## src/hw/rtl/multi_tap_keypad_entry_unit_assert.svh

```systemverilog
// Assertion macros for the multi-tap keypad entry unit.
`ifndef MULTI_TAP_KEYPAD_ENTRY_UNIT_ASSERT_SVH
`define MULTI_TAP_KEYPAD_ENTRY_UNIT_ASSERT_SVH
`ifndef NO_ASSERTIONS
// Same-cycle implication, checked outside reset.
`define MTKE_ASSERT_IMPL(label, clk, rst_n, lhs, rhs) \
    label: assert property (@(posedge clk) disable iff (!(rst_n)) (lhs) |-> (rhs)) \
        else $error("mtke assertion failed");
// Next-cycle implication, checked outside reset.
`define MTKE_ASSERT_NEXT(label, clk, rst_n, lhs, rhs) \
    label: assert property (@(posedge clk) disable iff (!(rst_n)) (lhs) |=> (rhs)) \
        else $error("mtke assertion failed");
`else
`define MTKE_ASSERT_IMPL(label, clk, rst_n, lhs, rhs)
`define MTKE_ASSERT_NEXT(label, clk, rst_n, lhs, rhs)
`endif
`endif

```

## src/hw/rtl/mtke_pkg.sv

```systemverilog
// Package with the types, constants and keypad tables of the keypad entry unit.
package mtke_pkg;

    localparam int unsigned NUM_ROWS     = 4;
    localparam int unsigned NUM_COLS     = 3;
    localparam logic [15:0] TIMEOUT_RST  = 16'd800;
    localparam logic [3:0]  LAST_KEY     = 4'd11;

    // Keypad selection and multi-tap tracking state.
    typedef struct packed {
        logic [1:0]  row;
        logic [1:0]  col;
        logic        last_valid;
        logic [3:0]  last_key;
        logic [31:0] last_ms;
        logic [2:0]  cycle;
        logic        nonempty;
    } t_key_state;

    // One result item; the first field sits in the highest bits.
    typedef struct packed {
        logic       redraw;
        logic       clear_counter;
        logic       replace_last;
        logic [6:0] char_code;
        logic       char_valid;
        logic [1:0] col_selected;
        logic [1:0] row_selected;
    } t_result;

    // Number of characters on each key.
    function automatic logic [2:0] key_len(input logic [3:0] key);
        logic [2:0] len;
        case (key)
            4'd1, 4'd2, 4'd3, 4'd4, 4'd5, 4'd7: len = 3'd4;
            4'd6, 4'd8:                          len = 3'd5;
            default:                             len = 3'd1;
        endcase
        return len;
    endfunction

    // Character at a given position on a key.
    function automatic logic [6:0] key_char(input logic [3:0] key, input logic [2:0] idx);
        logic [7:0] c;
        c = 8'h00;
        case (key)
            4'd0: c = "1";
            4'd1: begin
                case (idx)
                    3'd0: c = "2";
                    3'd1: c = "a";
                    3'd2: c = "b";
                    default: c = "c";
                endcase
            end
            4'd2: begin
                case (idx)
                    3'd0: c = "3";
                    3'd1: c = "d";
                    3'd2: c = "e";
                    default: c = "f";
                endcase
            end
            4'd3: begin
                case (idx)
                    3'd0: c = "4";
                    3'd1: c = "g";
                    3'd2: c = "h";
                    default: c = "i";
                endcase
            end
            4'd4: begin
                case (idx)
                    3'd0: c = "5";
                    3'd1: c = "j";
                    3'd2: c = "k";
                    default: c = "l";
                endcase
            end
            4'd5: begin
                case (idx)
                    3'd0: c = "6";
                    3'd1: c = "m";
                    3'd2: c = "n";
                    default: c = "o";
                endcase
            end
            4'd6: begin
                case (idx)
                    3'd0: c = "7";
                    3'd1: c = "p";
                    3'd2: c = "q";
                    3'd3: c = "r";
                    default: c = "s";
                endcase
            end
            4'd7: begin
                case (idx)
                    3'd0: c = "8";
                    3'd1: c = "t";
                    3'd2: c = "u";
                    default: c = "v";
                endcase
            end
            4'd8: begin
                case (idx)
                    3'd0: c = "9";
                    3'd1: c = "w";
                    3'd2: c = "x";
                    3'd3: c = "y";
                    default: c = "z";
                endcase
            end
            4'd9:  c = "*";
            4'd10: c = "0";
            default: c = "#";
        endcase
        return c[6:0];
    endfunction

endpackage

```

## src/hw/rtl/mtke_step.sv

```systemverilog
// Combinational step logic: applies one encoder poll to the keypad state.
module mtke_step (
    input  mtke_pkg::t_key_state i_state,
    input  logic [15:0]          i_tap_timeout,
    input  logic [15:0]          i_encoder_delta,
    input  logic                 i_button_level,
    input  logic [31:0]          i_now_ms,
    output mtke_pkg::t_key_state o_state,
    output mtke_pkg::t_result    o_result
);
    import mtke_pkg::*;

    logic        left;
    logic        right;
    logic        pressed;
    logic [1:0]  row_nx;
    logic [1:0]  col_nx;
    logic [3:0]  key_raw;
    logic [3:0]  key;
    logic [2:0]  len;
    logic [31:0] elapsed;
    logic        repeat_tap;
    logic [2:0]  idx_step;
    logic [2:0]  idx;

    // Decode the poll: signed thresholds on the count, active-low button.
    assign left    = $signed(i_encoder_delta) < -16'sd1;
    assign right   = $signed(i_encoder_delta) > 16'sd1;
    assign pressed = ~i_button_level;

    // Selection moves with wrap, before any tap in the same poll.
    always_comb begin
        col_nx = i_state.col;
        if (left) begin
            col_nx = ({30'd0, i_state.col} + 32'd1 >= NUM_COLS) ? 2'd0 : i_state.col + 2'd1;
        end
        row_nx = i_state.row;
        if (pressed) begin
            row_nx = ({30'd0, i_state.row} + 32'd1 >= NUM_ROWS) ? 2'd0 : i_state.row + 2'd1;
        end
    end

    // Key number is row*3+col, clamped to the last key.
    assign key_raw = {1'b0, row_nx, 1'b0} + {2'b00, row_nx} + {2'b00, col_nx};
    assign key     = (key_raw > LAST_KEY) ? LAST_KEY : key_raw;
    assign len     = key_len(key);

    // A repeat tap hits the same key inside the wrapping time window.
    assign elapsed    = i_now_ms - i_state.last_ms;
    assign repeat_tap = i_state.last_valid && (i_state.last_key == key)
                        && (elapsed < {16'd0, i_tap_timeout});

    // Cycle index steps on a repeat and wraps after the key's last character.
    always_comb begin
        if (repeat_tap) begin
            idx_step = ({1'b0, i_state.cycle} + 4'd1 >= {1'b0, len}) ? 3'd0
                                                                   : i_state.cycle + 3'd1;
        end else begin
            idx_step = 3'd0;
        end
        idx = (idx_step >= len) ? 3'd0 : idx_step;
    end

    // Next state and result.
    always_comb begin
        o_state     = i_state;
        o_state.row = row_nx;
        o_state.col = col_nx;
        if (right) begin
            o_state.last_valid = 1'b1;
            o_state.last_key   = key;
            o_state.last_ms    = i_now_ms;
            o_state.cycle      = idx;
            o_state.nonempty   = 1'b1;
        end

        o_result.row_selected  = row_nx;
        o_result.col_selected  = col_nx;
        o_result.char_valid    = right;
        o_result.char_code     = right ? key_char(key, idx) : 7'd0;
        o_result.replace_last  = right && repeat_tap && i_state.nonempty;
        o_result.clear_counter = left || right;
        o_result.redraw        = left || pressed || right;
    end

endmodule

```

## src/hw/rtl/multi_tap_keypad_entry_unit.sv

```systemverilog
// Top level of the multi-tap keypad entry unit: handshake, registers and config port.
//
// The input stream carries one encoder poll per item. Each poll may step the
// selected keypad column (left turn), step the row (button press) and tap the
// selected key (right turn). Every accepted item gives exactly one result item
// on the output stream: selection, character, replace flag, clear request and
// redraw flag.
// An accepted item lands in an input register; when the result register is free
// or its item is being taken, the step logic updates the keypad state and loads
// the result register. One item is accepted per cycle while the receiver takes
// results; the state update in the step logic is combinational.
// When the receiver stalls, the result register holds its item and the input
// register still takes one more item; after that s_axis_tready falls until the
// result is taken.
// Synchronous reset clears the selection to row 0 column 0, forgets the last
// tap, empties the message flag and sets tap_timeout to 800 ms.
// The APB port holds tap_timeout at byte address 0; write it only while idle.
module multi_tap_keypad_entry_unit (
    input  logic        i_clk,
    input  logic        i_rst_n,
    // Input items: [15:0] encoder_delta, [16] button_level, [48:17] now_ms.
    input  logic        s_axis_tvalid,
    output logic        s_axis_tready,
    input  logic [55:0] s_axis_tdata,
    // Result items: [1:0] row_selected, [3:2] col_selected, [4] char_valid,
    // [11:5] char_code, [12] replace_last, [13] clear_counter, [14] redraw.
    output logic        m_axis_tvalid,
    input  logic        m_axis_tready,
    output logic [15:0] m_axis_tdata,
    // Configuration port.
    input  logic        psel,
    input  logic        penable,
    input  logic        pwrite,
    input  logic [2:0]  paddr,
    input  logic [31:0] pwdata,
    output logic [31:0] prdata,
    output logic        pready
);
    import mtke_pkg::*;

    logic        r_in_valid;
    logic [15:0] r_in_delta;
    logic        r_in_button;
    logic [31:0] r_in_now;
    logic        r_out_valid;
    t_result     r_out_data;
    t_key_state  r_state;
    logic [15:0] r_tap_timeout;

    t_key_state  n_state;
    t_result     n_result;
    logic        advance;
    logic        in_fire;

    // Handshake: the input register moves on when the result register is free or its item is taken.
    assign advance       = r_in_valid && (!r_out_valid || m_axis_tready);
    assign s_axis_tready = !r_in_valid || advance;
    assign in_fire       = s_axis_tvalid && s_axis_tready;
    assign m_axis_tvalid = r_out_valid;
    assign m_axis_tdata  = {1'b0, r_out_data};

    // Configuration register access.
    assign pready = 1'b1;
    assign prdata = paddr[2] ? 32'd0 : {16'd0, r_tap_timeout};

    always_ff @(posedge i_clk) begin
        if (!i_rst_n) begin
            r_tap_timeout <= TIMEOUT_RST;
        end else if (psel && penable && pwrite && pready && !paddr[2]) begin
            r_tap_timeout <= pwdata[15:0];
        end
    end

    // Step logic between the input register and the result register.
    mtke_step u_step (
        .i_state         (r_state),
        .i_tap_timeout   (r_tap_timeout),
        .i_encoder_delta (r_in_delta),
        .i_button_level  (r_in_button),
        .i_now_ms        (r_in_now),
        .o_state         (n_state),
        .o_result        (n_result)
    );

    // Control and state registers.
    always_ff @(posedge i_clk) begin
        if (!i_rst_n) begin
            r_in_valid  <= 1'b0;
            r_out_valid <= 1'b0;
            r_state     <= '0;
        end else begin
            if (in_fire) begin
                r_in_valid <= 1'b1;
            end else if (advance) begin
                r_in_valid <= 1'b0;
            end
            if (advance) begin
                r_out_valid <= 1'b1;
                r_state     <= n_state;
            end else if (m_axis_tready) begin
                r_out_valid <= 1'b0;
            end
        end
    end

    // Payload registers.
    always_ff @(posedge i_clk) begin
        if (in_fire) begin
            r_in_delta  <= s_axis_tdata[15:0];
            r_in_button <= s_axis_tdata[16];
            r_in_now    <= s_axis_tdata[48:17];
        end
        if (advance) begin
            r_out_data <= n_result;
        end
    end

`include "multi_tap_keypad_entry_unit_assert.svh"

    `MTKE_ASSERT_IMPL(a_stall_cause, i_clk, i_rst_n, !s_axis_tready, r_in_valid && r_out_valid && !m_axis_tready)
    `MTKE_ASSERT_IMPL(a_col_range, i_clk, i_rst_n, r_out_valid, r_out_data.col_selected != 2'd3)
    `MTKE_ASSERT_IMPL(a_replace_tap, i_clk, i_rst_n, r_out_valid && r_out_data.replace_last, r_out_data.char_valid)
    `MTKE_ASSERT_NEXT(a_tap_state, i_clk, i_rst_n, advance && n_result.char_valid, r_state.last_valid && r_state.nonempty && r_out_data.clear_counter)

endmodule

```

## config.mk

```make
export PLATFORM = sky130hd
export DESIGN_NAME = multi_tap_keypad_entry_unit
export DESIGN_NICKNAME = d
export VERILOG_FILES = /design/src/hw/rtl/mtke_pkg.sv /design/src/hw/rtl/mtke_step.sv /design/src/hw/rtl/multi_tap_keypad_entry_unit.sv
export VERILOG_INCLUDE_DIRS = /design/src /design/src/hw/rtl
export SDC_FILE = /design/constraint.sdc
export NUM_CORES = 1
export LEC_CHECK = 0
export ABC_CLOCK_PERIOD_IN_PS = 7820
export BUFFER_PORTS_ARGS = -buffer_cell sky130_fd_sc_hd__buf_4
export CAP_MARGIN = 20
export CORE_MARGIN = 4
export CORE_UTILIZATION = 51
export DETAILED_ROUTE_END_ITERATION = 10
export PLACE_DENSITY = 0.77
export REMOVE_ABC_BUFFERS = 1
export SLEW_MARGIN = 20
export SYNTH_ARGS = -nofsm -noshare
export SYNTH_HDL_FRONTEND = slang
export SYNTH_SLANG_ARGS = --single-unit
```

## constraint.sdc

```tcl
create_clock -name i_clk -period 7.82 [get_ports i_clk]
set_clock_uncertainty 0.15 [all_clocks]
set_input_delay 0.391 -clock i_clk [delete_from_list [all_inputs] [get_ports i_clk]]
set_output_delay 0.391 -clock i_clk [all_outputs]
set_load 0.02 [all_outputs]
```

# ---- Word level (Yosys, flattened, before mapping)
# Memory sizes are Yosys's and may differ from the RTL's.
# Cells that the tools add are included.
dict set report totals {
  register_bits 126
  rom_bits 32
  input_bits 98
  memories 1
  out_inout_bits 51
}
dict set report classes {
  addsub 9
  muxes 22
  eq_ne 14
  reduce_logical 22
  bitwise_logic 1
  order_cmp 8
}
# name words word_bits read_ports rd_ports_with_merged_regs write_ports line
set memory_table {}
lappend memory_table {{(name not given)} 16 2 1 0 0 mtke_pkg.sv:34} ;# case (key)
# cell n
set op_table {}
lappend op_table {{$pmux W7 S3} 6}
lappend op_table {{$pmux W7 S11} 1}
lappend op_table {{$pmux W7 S4} 2}
lappend op_table {{$ge A32 B2 Y1 const B} 1}
lappend op_table {{$ge A32 B3 Y1 const B} 1}
lappend op_table {{$lt A32 B16 Y1} 1}
lappend op_table {{$sub A32 B32 Y32} 1}
lappend op_table {{$eq A4 B3 Y1 const B} 4}
lappend op_table {{$gt A16 B2 Y1 const B} 1}
lappend op_table {{$lt A16 B1 Y1 const B} 1}
lappend op_table {{$mux W16} 1}
lappend op_table {{$eq A4 B4 Y1 const B} 3}
lappend op_table {{$logic_and A1 B1 Y1} 9}
lappend op_table {{$mux W3} 3}
lappend op_table {{$eq A4 B2 Y1 const B} 2}
lappend op_table {{$mux W2} 4}
lappend op_table {{$add A2 B1 Y3 const B} 2}
lappend op_table {{$eq A3 B2 Y1 const B} 2}
lappend op_table {{$logic_or A1 B1 Y1} 5}
lappend op_table {{$add A2 B1 Y2 const B} 2}
lappend op_table {{$add A3 B1 Y4 const B} 1}
lappend op_table {{$add A3 B2 Y4} 1}
lappend op_table {{$add A4 B2 Y4} 1}
lappend op_table {{$eq A4 B1 Y1 const B} 1}
lappend op_table {{other kinds (14)} 20}

# ---- Depth between registers and ports, before layout
dict set report depth {
  ltp_word 17
  ltp_mapped 32
  ltp_nobuf 31
}

# ---- Hierarchy
# A second synthesis with hierarchy kept.
dict set report unflattened {
  cells_unflattened 1042
  area_unflattened_um2 8957.3
}
# mod instances seq_area_each_um2 cells_per_inst area_each_um2
set modules_own_cells {}
lappend modules_own_cells {multi_tap_keypad_entry_unit 1 3183.1 373 4710.8}
lappend modules_own_cells {mtke_step 1 0.0 669 4246.6}

# ---- Worst setup path before layout
# OpenSTA, ideal clock, no wires.
dict set report synth_timing {
  path_kind {reg-to-reg}
  start {register r_in_delta[11]}
  end {register r_out_data (netlist bit m_axis_tdata[6]), data pin}
  setup_ns 0.271
  path_slack_ns 0.518
  stages_incl_launch_ff 31
  required_time_ns 7.399
  t_arrival_ns 6.881
  synth_period_minus_slack_ns 7.302
  cell_sequence {edfxtp_1 nand4_1 o41ai_1 nor3b_1 a21oi_1 fa_1 inv_1 ha_1 inv_1 fa_1 buf_2 o21bai_1 xor2_1 or3_1 nand4b_1 nor4b_1 nand4b_1 or3b_1 or4_4 buf_6 or3_1 ha_1 nand2b_1 a21oi_1 o221ai_1 nor2_1 o21ai_0 nor4_1 mux2_2 nand3_1 a21oi_1}
}
dict set report synth_via {
  elab_chain_len 14
  word_cells_on_any_way 39
  cone_classes {add/sub: 1; order compare: 5; eq/ne: 14; mux: 14; reduce/logical: 4; memory: 1}
}
# item line
set synth_lines {}
lappend synth_lines {{from (decl)} multi_tap_keypad_entry_unit.sv:42} ;# logic [15:0] r_in_delta;
lappend synth_lines {{from (signal assigned)} multi_tap_keypad_entry_unit.sv:109} ;# r_in_delta <= s_axis_tdata[15:0];
lappend synth_lines {{$lt A16 B1 Y1} mtke_step.sv:27} ;# assign left = $signed(i_encoder_delta) < -16'sd1;
lappend synth_lines {{$mux W2} mtke_step.sv:34} ;# if (left) begin
lappend synth_lines {{$add A4 B2 Y4} mtke_step.sv:44} ;# assign key_raw = {1'b0, row_nx, 1'b0} + {2'b00, row_nx} + {2'b00, col_nx};
lappend synth_lines {{$gt A4 B4 Y1} mtke_step.sv:45} ;# assign key = (key_raw > LAST_KEY) ? LAST_KEY : key_raw;
lappend synth_lines {{$mux W4} mtke_step.sv:45}
lappend synth_lines {{$mem_v2 Z16 W2 / $eq A4 B4 Y1 (equally long branches)} -}
lappend synth_lines {{$ge A4 B3 Y1 / $logic_and A1 B1 Y1 (equally long branches)} {mtke_step.sv:56, mtke_step.sv:50}}
lappend synth_lines {{$mux W3 / $logic_and A1 B1 Y1 (equally long branches)} {mtke_step.sv:56, mtke_step.sv:51}}
lappend synth_lines {{$mux W3} mtke_step.sv:55} ;# if (repeat_tap) begin
lappend synth_lines {{$ge A3 B3 Y1} mtke_step.sv:61} ;# idx = (idx_step >= len) ? 3'd0 : idx_step;
lappend synth_lines {{$mux W3} mtke_step.sv:61}
lappend synth_lines {{$eq A3 B2 Y1, or another cell as far along} {mtke_pkg.sv:89, mtke_pkg.sv:106}}
lappend synth_lines {{$pmux W7 S4, or another cell as far along} mtke_pkg.sv:106} ;# case (idx)
lappend synth_lines {{$pmux W7 S11} mtke_pkg.sv:46} ;# case (key)
lappend synth_lines {{to (signal assigned)} multi_tap_keypad_entry_unit.sv:114} ;# r_out_data <= n_result;
lappend synth_lines {{to (decl)} multi_tap_keypad_entry_unit.sv:46} ;# t_result r_out_data;
# Parallel ways exist; a longest one is shown, timed or not.
# A chain may end at the register's enable or synchronous reset.

# ---- Worst setup path in the final report
# Same ends and word-level chain as after synthesis.

==> out/metrics.csv <==
metric,value,unit
status,finished clean,
die-height,133.6,microns
highest_layer,met4,
start_util,0.5256,
drt.antenna.violating_nets,0,
tightest_slew,0.9773,ns
min_to,r_tap_timeout[5],
area_growth,24.51,%
rsz0062_at_grt,no,
ff2ff_setup_slack,0.49,ns
die_area,0.01786,sq mm
ir_drop,150.1,uV
slew_headroom,0.3455,
dpl-instance-area,0.008907,sq mm
vias,7076,
clock_latency,0.43,ns
cts_sinks,126,
diodes,0,
io_pins,149,
wl_per_cell,15.02,microns
io_buffers,105,
finalWorstSetupSlack,0.4937,ns
fin_setup_tns,0,ns
cts_made_buffers,17,
synth-edff-count,64,
async_reset_ff_frac,0,
reg2regPathDepth,29,
min_path_type,primary input to flip-flop,
clk_path_buf_depth,2,
drt-initial-drc-count,594,
wl_met3,812,microns
antenna_found_initial,0,
core-area,0.01531,sq mm
synth_area_leaders,"edfxtp_1 (24%), dfxtp_1 (15%), ha_1 (8.4%)",
hold_violations,0,
min_period,7.326,ns
timing.fmax,0.1365,GHz
yosysWarnings,0,
clkSlewWorstSetupHoldPaths,0.06,ns
end_kind,flip-flop,
place.detailed.hpwl,13220,microns
r2r-start,r_in_delta[11],
post-route-drc-count,0,
rows,45,
avgSynthCellArea,8.845,sq um
yosys.area.top_type,edfxtp_1,
synthCells,910,
leakagePower,3.924,nW
cp-start-kind,flip-flop,
seq_area_frac_synth,0.3930,
worstPathRequired,7.83,ns
worstReg2RegEnd,m_axis_tdata[6],
crit_fanout,6,
drtPass1Iterations,5,
root_buffer,clkbuf_16,
final-setup-viol-count,0,
met2_length,9352,microns
vias_per_cell,5.576,
whs_path_depth,3,
synth_top_area_share,0.2388,
grt_util_all_layers,0.2152,
path_class,flip-flop to flip-flop,
met1_length,8621,microns
pre_cts_ws,0.2381,ns
cpPeakStageDelay,0.52,ns
grt_pass1_vias,6586,
synth_area,0.008049,sq mm
fin_crit_sh,0.9369,
final_area,0.01002,sq mm
grt_pass1_wl,31480,microns
grt_max_degree,63,
hp-start,pwdata[5],
final_max_slew_viol_count,0,
drive_gt1_frac,0.1626,
synth_cell_types,82,
drt_wl_total,19060,microns
synth-seq-cells,126,
arrival,7.33,ns
p_per_area,203.4,mW/mm^2
slowest_stage,or4_4,
die_w,133.6,microns
layout.nets,1200,
grt.overflow.total,0,
tritoncts,done,
h-tree-depth,4,
gp_congestion,0.9299,
ys.flop_type,edfxtp_1,
cap_viol_max_count,0,
==> cell type report <==
| type | instances | area [sq um] |
|---|---|---|
| clock buffer | 18 | 429.2 |
| clock inverter | 14 | 170.2 |
| fill | 1251 | 5293 |
| inverter | 60 | 225.2 |
| multi-input combinational | 678 | 4432 |
| sequential | 126 | 3163 |
| tap | 211 | 264.0 |
| timing repair buffer | 162 | 1339 |
==> report_power, final <==
part / switching (W) / internal [W] / total [W] / leakage (nW)
Sequential: 0.0000164 / 0.000731 / 0.000747 / 1.12
Combinational: 0.000289 / 0.000207 / 0.000496 / 2.52
Clock: 0.000296 / 0.000500 / 0.000796 / 0.282
==> flip-flops by register name, indices dropped and copies added (netlist names) <==
signal and cells:
r_in_delta 16, r_in_button 1, r_in_valid 1, r_in_now 32
m_axis_tdata 15, m_axis_tvalid 1, r_tap_timeout 16, r_state 44
==> synth_stat cells (3+ instances only) <==
cell / instances
nor3b_1: 3
a21oi_1: 47
fa_1: 3
clkbuf_1: 31
and2_1: 8
xor2_1: 12
mux2i_1: 9
o211a_1: 6
dfxtp_1: 62
nor2b_1: 15
o211ai_1: 11
nand4_1: 17
buf_1: 3
o221ai_1: 4
and3_1: 6
o31ai_1: 4
nand4b_1: 3
nand3b_1: 3
o21ai_1: 6
buf_2: 9
nand2_1: 146
o21ai_0: 20
o21a_1: 7
a21boi_0: 49
or3_1: 10
buf_4: 18
ha_1: 54
inv_1: 60
a211oi_1: 7
xnor2_1: 13
a2111oi_0: 4
nand3_1: 20
and4_1: 3
nor3_1: 17
nor2_1: 56
a31oi_1: 8
nor4_1: 9
nand2b_1: 8
edfxtp_1: 64
a21o_1: 18
a211o_1: 4
==> layout by cell type (no fill, tap or decap), drive strengths merged, types with 4 or more instances in the layout <==
cell / netlist / routed
o211a: 6 / 6
clkinvlp: 0 / 4
mux2i: 9 / 9
a211oi: 7 / 7
o21a: 7 / 7
dlygate4sd3: 0 / 49
o31ai: 4 / 4
clkinv: 0 / 7
a21o: 18 / 18
edfxtp: 64 / 64
nand2b: 8 / 8
ha: 54 / 54
a31oi: 8 / 8
conb: 2 / 18
nor3: 17 / 17
and2: 10 / 10
xnor2: 13 / 13
and3: 6 / 6
nand4: 17 / 17
nor2: 56 / 56
xor2: 12 / 12
a2111oi: 5 / 5
nand3: 21 / 21
o21ai: 26 / 26
or3: 10 / 10
a211o: 4 / 4
inv: 60 / 60
nor2b: 15 / 15
nand2: 146 / 146
o211ai: 11 / 11
o221ai: 4 / 4
a21boi: 49 / 49
dfxtp: 62 / 62
nor4: 10 / 10
buf: 31 / 113
clkbuf: 31 / 18
a21oi: 49 / 49
==> timing repair <==
item,4_1_cts,5_1_grt
endpoints found under the setup margin,0,1
hold endpoints to repair,49,0
hold buffers,49,0
buffers inserted,0,0
resized for setup,0,5
==> per-layer routing <==
metal	vias up	global-route usage
met1	3350	0.2791
met5	-	0
met2	191	0.3657
met3	28	0.04343
li1	3507	-
met4	0	0.06171
==> through the flow <==
stage	utilization	total power, W	cells	hold WS, ns
2_1_floorplan	-	0.001087	864	0.2911
3_3_place_gp	0.5816	0.001216	1188	0.2985
3_5_place_dp	0.5816	0.001223	1188	0.3067
4_1_cts	0.6528	0.002039	1269	0.02598
5_1_grt	0.6544	0.002137	1269	0.04383
6_report	0.6544	0.002039	1269	0.04498
==> kinds of logic after synthesis <==
kind of cell | share of synthesized area
xor gates and xnor gates | 0.02720
AOI/OAI and AO/OA | 0.2041
buffers and inverters | 0.06762
and+or+nand+nor | 0.2032
adders and majority gates | 0.09140
DFF | 0.3930
muxes | 0.01259
other | 0.0009330
==> critical path: cells and delay by family, from the launching register on <==
family          cells  cell delay, ns
simple gates       14            3.18
compound gates      6            1.10
xor+xnor            1            0.20
buf+inv             3            0.33
fa+ha+maj           4            1.32
mux                 1            0.38
flops               1            0.40
==> worst max path at each step <==
stage	startpoint	end	slack [ns]	cells past startpoint
2_1_floorplan	r_in_delta[11]	m_axis_tdata[6]	0.37	28
3_3_place_gp	r_in_delta[2]	m_axis_tdata[6]	0.28	29
3_5_place_dp	r_in_delta[10]	m_axis_tdata[6]	0.24	29
4_1_cts	r_in_delta[10]	m_axis_tdata[6]	0.20	29
5_1_grt	r_in_delta[11]	m_axis_tdata[6]	0.009	31
6_report	r_in_delta[11]	m_axis_tdata[6]	0.49	29
Power figures use the tool's default switching activity.
